## src/rtl/mls_pkg.sv

```systemverilog
// ----------------------------------------------------------------------------
// mls_pkg
// Shared codes, register indexes and constants of the marker landing servo.
// ----------------------------------------------------------------------------
package mls_pkg;

   typedef enum logic [2:0] {
      ACT_ENTER  = 3'd0,
      ACT_EXIT   = 3'd1,
      ACT_TICK   = 3'd2,
      ACT_MARKER = 3'd3,
      ACT_LIDAR  = 3'd4
   } action_type;

   typedef enum logic [1:0] {
      TR_NONE    = 2'd0,
      TR_LOST    = 2'd1,
      TR_DELIVER = 2'd2
   } transition_type;

   localparam logic [2:0] CSR_BOX_THRESHOLD   = 3'd0;
   localparam logic [2:0] CSR_LOST_TICKS      = 3'd1;
   localparam logic [2:0] CSR_TARGET_HEIGHT   = 3'd2;
   localparam logic [2:0] CSR_MAX_HEIGHT_STEP = 3'd3;
   localparam logic [2:0] CSR_SETTLE_TICKS    = 3'd4;

   localparam logic [14:0] BOX_THRESHOLD_RST   = 15'd512;
   localparam logic [31:0] LOST_TICKS_RST      = 32'd5000;
   localparam logic [14:0] TARGET_HEIGHT_RST   = 15'd1280;
   localparam logic [14:0] MAX_HEIGHT_STEP_RST = 15'd512;
   localparam logic [31:0] SETTLE_TICKS_RST    = 32'd2500;

   localparam logic [15:0] NO_LIDAR_RANGE = 16'sd1;
   localparam logic [31:0] AGE_MAX        = 32'hFFFF_FFFF;

   // cm to Q8.8 m is range * 64 / 25; range * ceil(2^26/25) >> 20 is exact
   // for every 15-bit range
   localparam logic [21:0] CM_TO_Q88_MUL = 22'd2684355;

endpackage

```

## src/rtl/marker_landing_servo.sv

```systemverilog
// ----------------------------------------------------------------------------
// marker_landing_servo
// Visual-servo descent controller: marker, lidar and tick transactions in,
// one move command / transition result out for every transaction.
// ----------------------------------------------------------------------------
// The block takes one transaction per clock unless stalled and returns exactly
// one result for each, through the input register and the result register;
// the rate is set by the combinational update of the controller state between
// them. A lidar sample is converted to Q8.8 metres by one multiply when it
// arrives and the converted height is held for later marker samples. Either
// side may stall at any time; the result register and the input register form
// a two-entry pipeline, so a waiting result still lets one new transaction in.
// Configuration must be written through the csr_ port while the block is idle
// (the block does not enforce this) and takes effect on the next transaction.
module marker_landing_servo (
   input  logic        clock,
   input  logic        reset,
   input  logic        req_tvalid,
   output logic        req_tready,
   input  logic [63:0] req_tdata,   // marker_x, marker_y, marker_z, range_cm
   input  logic [2:0]  req_tuser,   // action
   output logic        rsp_tvalid,
   input  logic        rsp_tready,
   output logic [47:0] rsp_tdata,   // move_x, move_y, move_z
   output logic [2:0]  rsp_tuser,   // move_valid, transition
   input  logic        csr_we,
   input  logic [2:0]  csr_addr,
   input  logic [31:0] csr_wdata
);
   import mls_pkg::*;

   logic        s1_valid_ff, s1_valid_in;
   logic [2:0]  s1_action_ff;
   logic [15:0] s1_x_ff, s1_y_ff, s1_z_ff, s1_range_ff;

   logic [14:0] box_ff, target_ff, step_ff;
   logic [31:0] lost_ff, settle_ff;

   logic        active_ff, active_in;
   logic        stable_ff, stable_in;
   logic        nolidar_ff, nolidar_in;
   logic [16:0] est_ff, est_in;
   logic [31:0] marker_age_ff, marker_age_in;
   logic [31:0] stable_age_ff, stable_age_in;

   logic        rsp_valid_ff, rsp_valid_in;
   logic [47:0] rsp_data_ff, rsp_data_in;
   logic [2:0]  rsp_user_ff, rsp_user_in;

   logic        advance, fire;
   logic [36:0] est_prod;

   logic signed [16:0] mx_s, my_s;
   logic [16:0]        ax, ay;
   logic [19:0]        ax10, ay10;
   logic signed [18:0] est_s, zdiff, step_s, step_neg, zclamp;
   logic [15:0]        zc, zmag;
   logic [17:0]        zmag4;
   logic               in_box, tight;
   logic [31:0]        age_inc;
   logic               move_valid;
   logic [15:0]        move_z;
   transition_type     tr;

   assign advance    = !rsp_valid_ff || rsp_tready;
   assign req_tready = !s1_valid_ff || advance;
   assign fire       = s1_valid_ff && advance;

   assign rsp_tvalid = rsp_valid_ff;
   assign rsp_tdata  = rsp_data_ff;
   assign rsp_tuser  = rsp_user_ff;

   // datapath
   assign est_prod = s1_range_ff[14:0] * CM_TO_Q88_MUL;

   assign mx_s = {s1_x_ff[15], s1_x_ff};
   assign my_s = {s1_y_ff[15], s1_y_ff};
   assign ax   = s1_x_ff[15] ? 17'(-mx_s) : 17'(mx_s);
   assign ay   = s1_y_ff[15] ? 17'(-my_s) : 17'(my_s);
   assign ax10 = {ax, 3'b000} + {2'b00, ax, 1'b0};
   assign ay10 = {ay, 3'b000} + {2'b00, ay, 1'b0};

   assign in_box = (ax < {2'b00, box_ff}) && (ay < {2'b00, box_ff});

   assign est_s    = nolidar_ff ? {{3{s1_z_ff[15]}}, s1_z_ff} : {2'b00, est_ff};
   assign zdiff    = signed'({4'b0000, target_ff}) - est_s;
   assign step_s   = signed'({4'b0000, step_ff});
   assign step_neg = -step_s;

   always_comb begin
      if (zdiff < step_neg) begin
         zclamp = step_neg;
      end else if (zdiff > step_s) begin
         zclamp = step_s;
      end else begin
         zclamp = zdiff;
      end
   end

   assign zc    = zclamp[15:0];
   assign zmag  = zc[15] ? 16'(-zc) : zc;
   assign zmag4 = {zmag, 2'b00};
   assign tight = (ax10 < {5'b00000, box_ff}) && (ay10 < {5'b00000, box_ff})
                  && (zmag4 < {3'b000, box_ff});

   assign age_inc = (marker_age_ff == AGE_MAX) ? marker_age_ff : marker_age_ff + 32'd1;

   // controller state
   always_comb begin
      active_in     = active_ff;
      stable_in     = stable_ff;
      nolidar_in    = nolidar_ff;
      est_in        = est_ff;
      marker_age_in = marker_age_ff;
      stable_age_in = stable_age_ff;
      move_valid    = 1'b0;
      move_z        = '0;
      tr            = TR_NONE;
      case (s1_action_ff)
         ACT_ENTER: begin
            active_in     = 1'b1;
            stable_in     = 1'b0;
            marker_age_in = '0;
         end
         ACT_EXIT: begin
            active_in = 1'b0;
            stable_in = 1'b0;
         end
         ACT_TICK: begin
            if (active_ff) begin
               marker_age_in = age_inc;
               if (stable_ff && stable_age_ff != AGE_MAX) begin
                  stable_age_in = stable_age_ff + 32'd1;
               end
               if (age_inc > lost_ff) begin
                  tr = TR_LOST;
               end
            end
         end
         ACT_LIDAR: begin
            nolidar_in = s1_range_ff[15] || (s1_range_ff == NO_LIDAR_RANGE);
            est_in     = est_prod[36:20];
         end
         ACT_MARKER: begin
            if (active_ff) begin
               marker_age_in = '0;
               move_valid    = 1'b1;
               if (in_box) begin
                  if (tight) begin
                     stable_in = 1'b1;
                     if (!stable_ff) begin
                        stable_age_in = '0;
                     end else if (stable_age_ff > settle_ff) begin
                        tr        = TR_DELIVER;
                        active_in = 1'b0;
                     end
                  end else begin
                     stable_in = 1'b0;
                     move_z    = zc;
                  end
               end
            end
         end
         default: begin
         end
      endcase
   end

   always_comb begin
      rsp_valid_in = rsp_valid_ff && !rsp_tready;
      rsp_data_in  = rsp_data_ff;
      rsp_user_in  = rsp_user_ff;
      if (fire) begin
         rsp_valid_in = 1'b1;
         rsp_data_in  = move_valid ? {move_z, s1_y_ff, s1_x_ff} : '0;
         rsp_user_in  = {tr, move_valid};
      end
   end

   assign s1_valid_in = (req_tvalid && req_tready) || (s1_valid_ff && !advance);

   always_ff @(posedge clock) begin
      if (reset) begin
         s1_valid_ff   <= 1'b0;
         rsp_valid_ff  <= 1'b0;
         active_ff     <= 1'b0;
         stable_ff     <= 1'b0;
         nolidar_ff    <= 1'b1;
         est_ff        <= '0;
         marker_age_ff <= '0;
         stable_age_ff <= '0;
      end else begin
         s1_valid_ff  <= s1_valid_in;
         rsp_valid_ff <= rsp_valid_in;
         if (fire) begin
            active_ff     <= active_in;
            stable_ff     <= stable_in;
            nolidar_ff    <= nolidar_in;
            est_ff        <= est_in;
            marker_age_ff <= marker_age_in;
            stable_age_ff <= stable_age_in;
         end
      end
   end

   always_ff @(posedge clock) begin
      if (req_tvalid && req_tready) begin
         s1_action_ff <= req_tuser;
         s1_x_ff      <= req_tdata[15:0];
         s1_y_ff      <= req_tdata[31:16];
         s1_z_ff      <= req_tdata[47:32];
         s1_range_ff  <= req_tdata[63:48];
      end
      rsp_data_ff <= rsp_data_in;
      rsp_user_ff <= rsp_user_in;
   end

   // configuration registers
   always_ff @(posedge clock) begin
      if (reset) begin
         box_ff    <= BOX_THRESHOLD_RST;
         lost_ff   <= LOST_TICKS_RST;
         target_ff <= TARGET_HEIGHT_RST;
         step_ff   <= MAX_HEIGHT_STEP_RST;
         settle_ff <= SETTLE_TICKS_RST;
      end else if (csr_we) begin
         case (csr_addr)
            CSR_BOX_THRESHOLD:   box_ff    <= csr_wdata[14:0];
            CSR_LOST_TICKS:      lost_ff   <= csr_wdata;
            CSR_TARGET_HEIGHT:   target_ff <= csr_wdata[14:0];
            CSR_MAX_HEIGHT_STEP: step_ff   <= csr_wdata[14:0];
            CSR_SETTLE_TICKS:    settle_ff <= csr_wdata;
            default: begin
            end
         endcase
      end
   end

endmodule

```

## config.mk

```make
export PLATFORM = sky130hd
export DESIGN_NAME = marker_landing_servo
export DESIGN_NICKNAME = d
export VERILOG_FILES = /design/src/rtl/mls_pkg.sv /design/src/rtl/marker_landing_servo.sv
export SDC_FILE = /design/constraint.sdc
export NUM_CORES = 1
export LEC_CHECK = 0
export BUFFER_PORTS_ARGS = -buffer_cell sky130_fd_sc_hd__buf_2
export CAP_MARGIN = 20
export CORE_MARGIN = 4
export CORE_UTILIZATION = 50
export CTS_BUF_LIST = sky130_fd_sc_hd__clkbuf_8 sky130_fd_sc_hd__clkbuf_16
export CTS_CLUSTER_SIZE = 14
export DETAILED_ROUTE_END_ITERATION = 10
export PLACE_DENSITY = 0.68
export SYNTH_ARGS = -nofsm -noshare
export SYNTH_HDL_FRONTEND = slang
export SYNTH_SLANG_ARGS = --single-unit
```

## constraint.sdc

```tcl
create_clock -name clock -period 26.6 [get_ports clock]
set_clock_uncertainty 0.15 [all_clocks]
set_input_delay 5.32 -clock clock [delete_from_list [all_inputs] [get_ports clock]]
set_output_delay 5.32 -clock clock [all_outputs]
set_load 0.01 [all_outputs]
```

==> reports/qor.yml <==
logic_synthesis:
  synth_cells: 2732
  synth_seq_cells: 313
  syn_area_um2: 24700
  synth-edff-count: 118
  synthDistinctLibCells: 92
  ys_seq_area_share_pct: 30.1
  yosys_warnings: 0
  synthArstFlopShare_pct: 0
  avgSynthCellArea_um2: 9.06
  synth_top_flop_cell: "dfxtp_1"
sta:
  period_minus_slack_ns: 11.36
  rsz0062_at_grt: "no"
  layout_setup_ws_ns: 15.24
  tightest_slew_ns: 1.13
  max_freq_ghz: 0.0880
  fin_crit_sh_pct: 42.7
  timing.final.hold_violations: 0
  fin_tns_setup_ns: 0
  final_max_slew_viol_count: 0
  setup_viol: 0
  relSlewSlack_pct: 24.7
pwr:
  pwr-share-seq_pct: 25.9
  leakagePower_uw: 0.0120
  power.clock.fraction_pct: 25.7
  sw_frac_of_total_pct: 38.0
  pwr_density_cell_nw_per_um2: 74.3
  worst_ir_drop_vdd_v: 0.000113
  power_uw: 2040
  p_int_uw: 1270
  comb_power_share_pct: 48.4
  p_switching_uw: 776
final_layout:
  regArea_um2: 7450
  areaGrowthSynthToFinish_pct: 11.0
  multi_input_area_um2: 16000
  fillers: 4412
  final_cell_count_no_fill: 3556
  layout_common_cells: "ha_1 (363), nand2_1 (333), inv_1 (254)"
  layout_commonest_cell: "ha_1"
  nets: 3430
  drive_gt1_share_pct: 9.98
clocking:
  post_cts_buffers: 0
  htreeDepth: 2
  root_buffer: "clkbuf_16"
  worstSkewPairLatency_ns: 0.57
  numCtsBuffers: 37
  clk_pin_slew_ns: 0.05
  cts_buffer_depth: 3
  hold_buffers: 0
  post_cts_resized: 0
  cts_tree: "yes"
  clock_sinks: 313
min_path:
  hp-class: "flip-flop to flip-flop"
  hold_path_depth: 2
status:
  status: "finished, final reports clean"
floorplanning:
  die_w_um: 230
  ios: 160
  die_y_um: 230
  initial_utilization_pct: 50.5
  core_um2: 49000
  dieArea_um2: 53100
  row_count: 81
route:
  wl_mm: 65.4
  dr.pass1.iters: 5
  via_count: 20100
  wl_per_cell_um: 18.4
  drcViolationCount: 0
  avgViaCountPerCell: 5.66
  drt_iter0_drc: 1358
  ant_nets: 0
setup_path:
  critPathSlowestCell: "nor2b_1"
  critical_path.cell_chain: "buf_2 > nor2b_1 > nand2_1 > buf_2"
  worst_setup_path_end_kind: "output pin"
  crit_required_ns: 21.13
  worstPathArrival_ns: 5.89
  crit_top_cell: "buf_2"
  cp-start-kind: "input port"
  slowest_delay_ns: 0.22
  worstSetupPathType: "input port to output pin"
  path_max_fanout: 4
  reg2regPathDepth: 32
flow_run:
  max_cap_viol_count: 0
grt:
  gr-usage-all-layers_pct: 24.2
  grt_pass1_wl_mm: 105
  antenna_found_initial: 5
  grt_overflow_total: 0
  grt_pass1_vias: 19700
  grt_max_degree: 86
placed_design:
  dp_slack_ns: 15.23
  place_congestion: 0.941
  portBuffers: 159
  place_hpwl_mm: 50.8
  dp_cells: 3480
## cell families (layout without fill, tap and decap cells)
family,Yosys count,count (layout),synth area share (%)
flops,313,313,30.1
xor+xnor,128,128,4.53
fa+ha+maj,465,465,26.6
mux,29,29,1.22
simple gates,892,892,17.4
other cells,1,7,0.0152
buf+inv,339,493,5.28
compound gates,565,565,14.8
## per-stage QoR
step           util [%]  instance area, um^2  hold slack, ns
6_report           56.1                27500           0.306
5_1_grt            56.1                27500           0.324
4_1_cts            55.9                27400           0.307
3_5_place_dp       53.3                26100           0.299
3_3_place_gp       53.3                26100           0.293
2_1_floorplan         -                24700           0.286
## critical path: cells and delay by family
kind | cells | cell delay (ns)
and+or+nand+nor | 2 | 0.32
buffers and inverters | 2 | 0.25
## cells in the mapped netlist, types with 7 or more instances
cell type / number / area [um^2]
a21o_1: 48 / 360
clkbuf_1: 74 / 278
o21bai_1: 7 / 52.6
nand2_1: 333 / 1250
o21ai_0: 93 / 465
o31ai_1: 18 / 135
a211oi_1: 18 / 135
xnor2_1: 98 / 858
ha_1: 363 / 4540
edfxtp_1: 118 / 3540
o31a_1: 8 / 70.1
nand3b_1: 22 / 165
nand4_1: 40 / 250
dfxtp_1: 195 / 3900
and2_1: 43 / 269
o211ai_1: 16 / 120
xor2_1: 30 / 263
fa_1: 102 / 2040
a22oi_1: 16 / 120
nor2b_1: 34 / 213
nand2b_1: 30 / 188
or4_1: 17 / 128
o21a_1: 23 / 173
nand3_1: 57 / 285
mux2i_1: 22 / 220
nor3_1: 48 / 240
inv_1: 250 / 938
or3_1: 31 / 194
nor2_1: 163 / 612
nor4_1: 12 / 75.1
or2_2: 13 / 81.3
a21oi_1: 226 / 1130
and3_1: 31 / 194
o221ai_1: 7 / 61.3
## power groups by stage
stage	combinational, uW	sequential [uW]	clock, uW
finish	987	529	525
detailed placement	989	539	0
global placement	961	538	0
global route	1130	531	557
CTS	1000	529	538
floorplan	752	535	0
## worst paths after layout
path                            slack (ns)       start                 to
worst max-delay path                 15.24  rsp_tready         req_tready
worst min-delay path                  0.31   box_ff[4]          box_ff[4]
worst max register to register       16.70  nolidar_ff  stable_age_ff[10]
worst min register to register        0.31   box_ff[4]          box_ff[4]
## registers in the layout, indices dropped and copies added (netlist names), 3 cells and up
register       count
s1_z_ff           16
settle_ff         32
rsp_tuser          3
stable_age_ff     32
est_ff            17
s1_range_ff       16
lost_ff           32
s1_y_ff           16
s1_action_ff       3
marker_age_ff     32
step_ff           15
rsp_tdata         48
s1_x_ff           16
box_ff            15
target_ff         15
## layer usage
layer,global-route usage (%),vias to the layer above,wire [um],share of wire (%)
li1,-,9854,-,-
met4,6.31,2,1630,2.5
met1,32.7,9618,29300,45
met3,4.00,102,3780,5.8
met5,0,-,13,0.020
met2,40.6,544,30700,47
## area by class of cell
class / count / share of cell area (%)
inverters: 251 / 3.43
well taps: 664 / 3.03
clock inverters: 24 / 0.820
multi-input cells: 2081 / 58.2
diodes: 5 / 0.0456
flip-flops and latches: 313 / 27.1
repair buffers: 174 / 3.55
clock buffers: 44 / 3.76
Note: power is estimated with default switching activity, not from simulation.
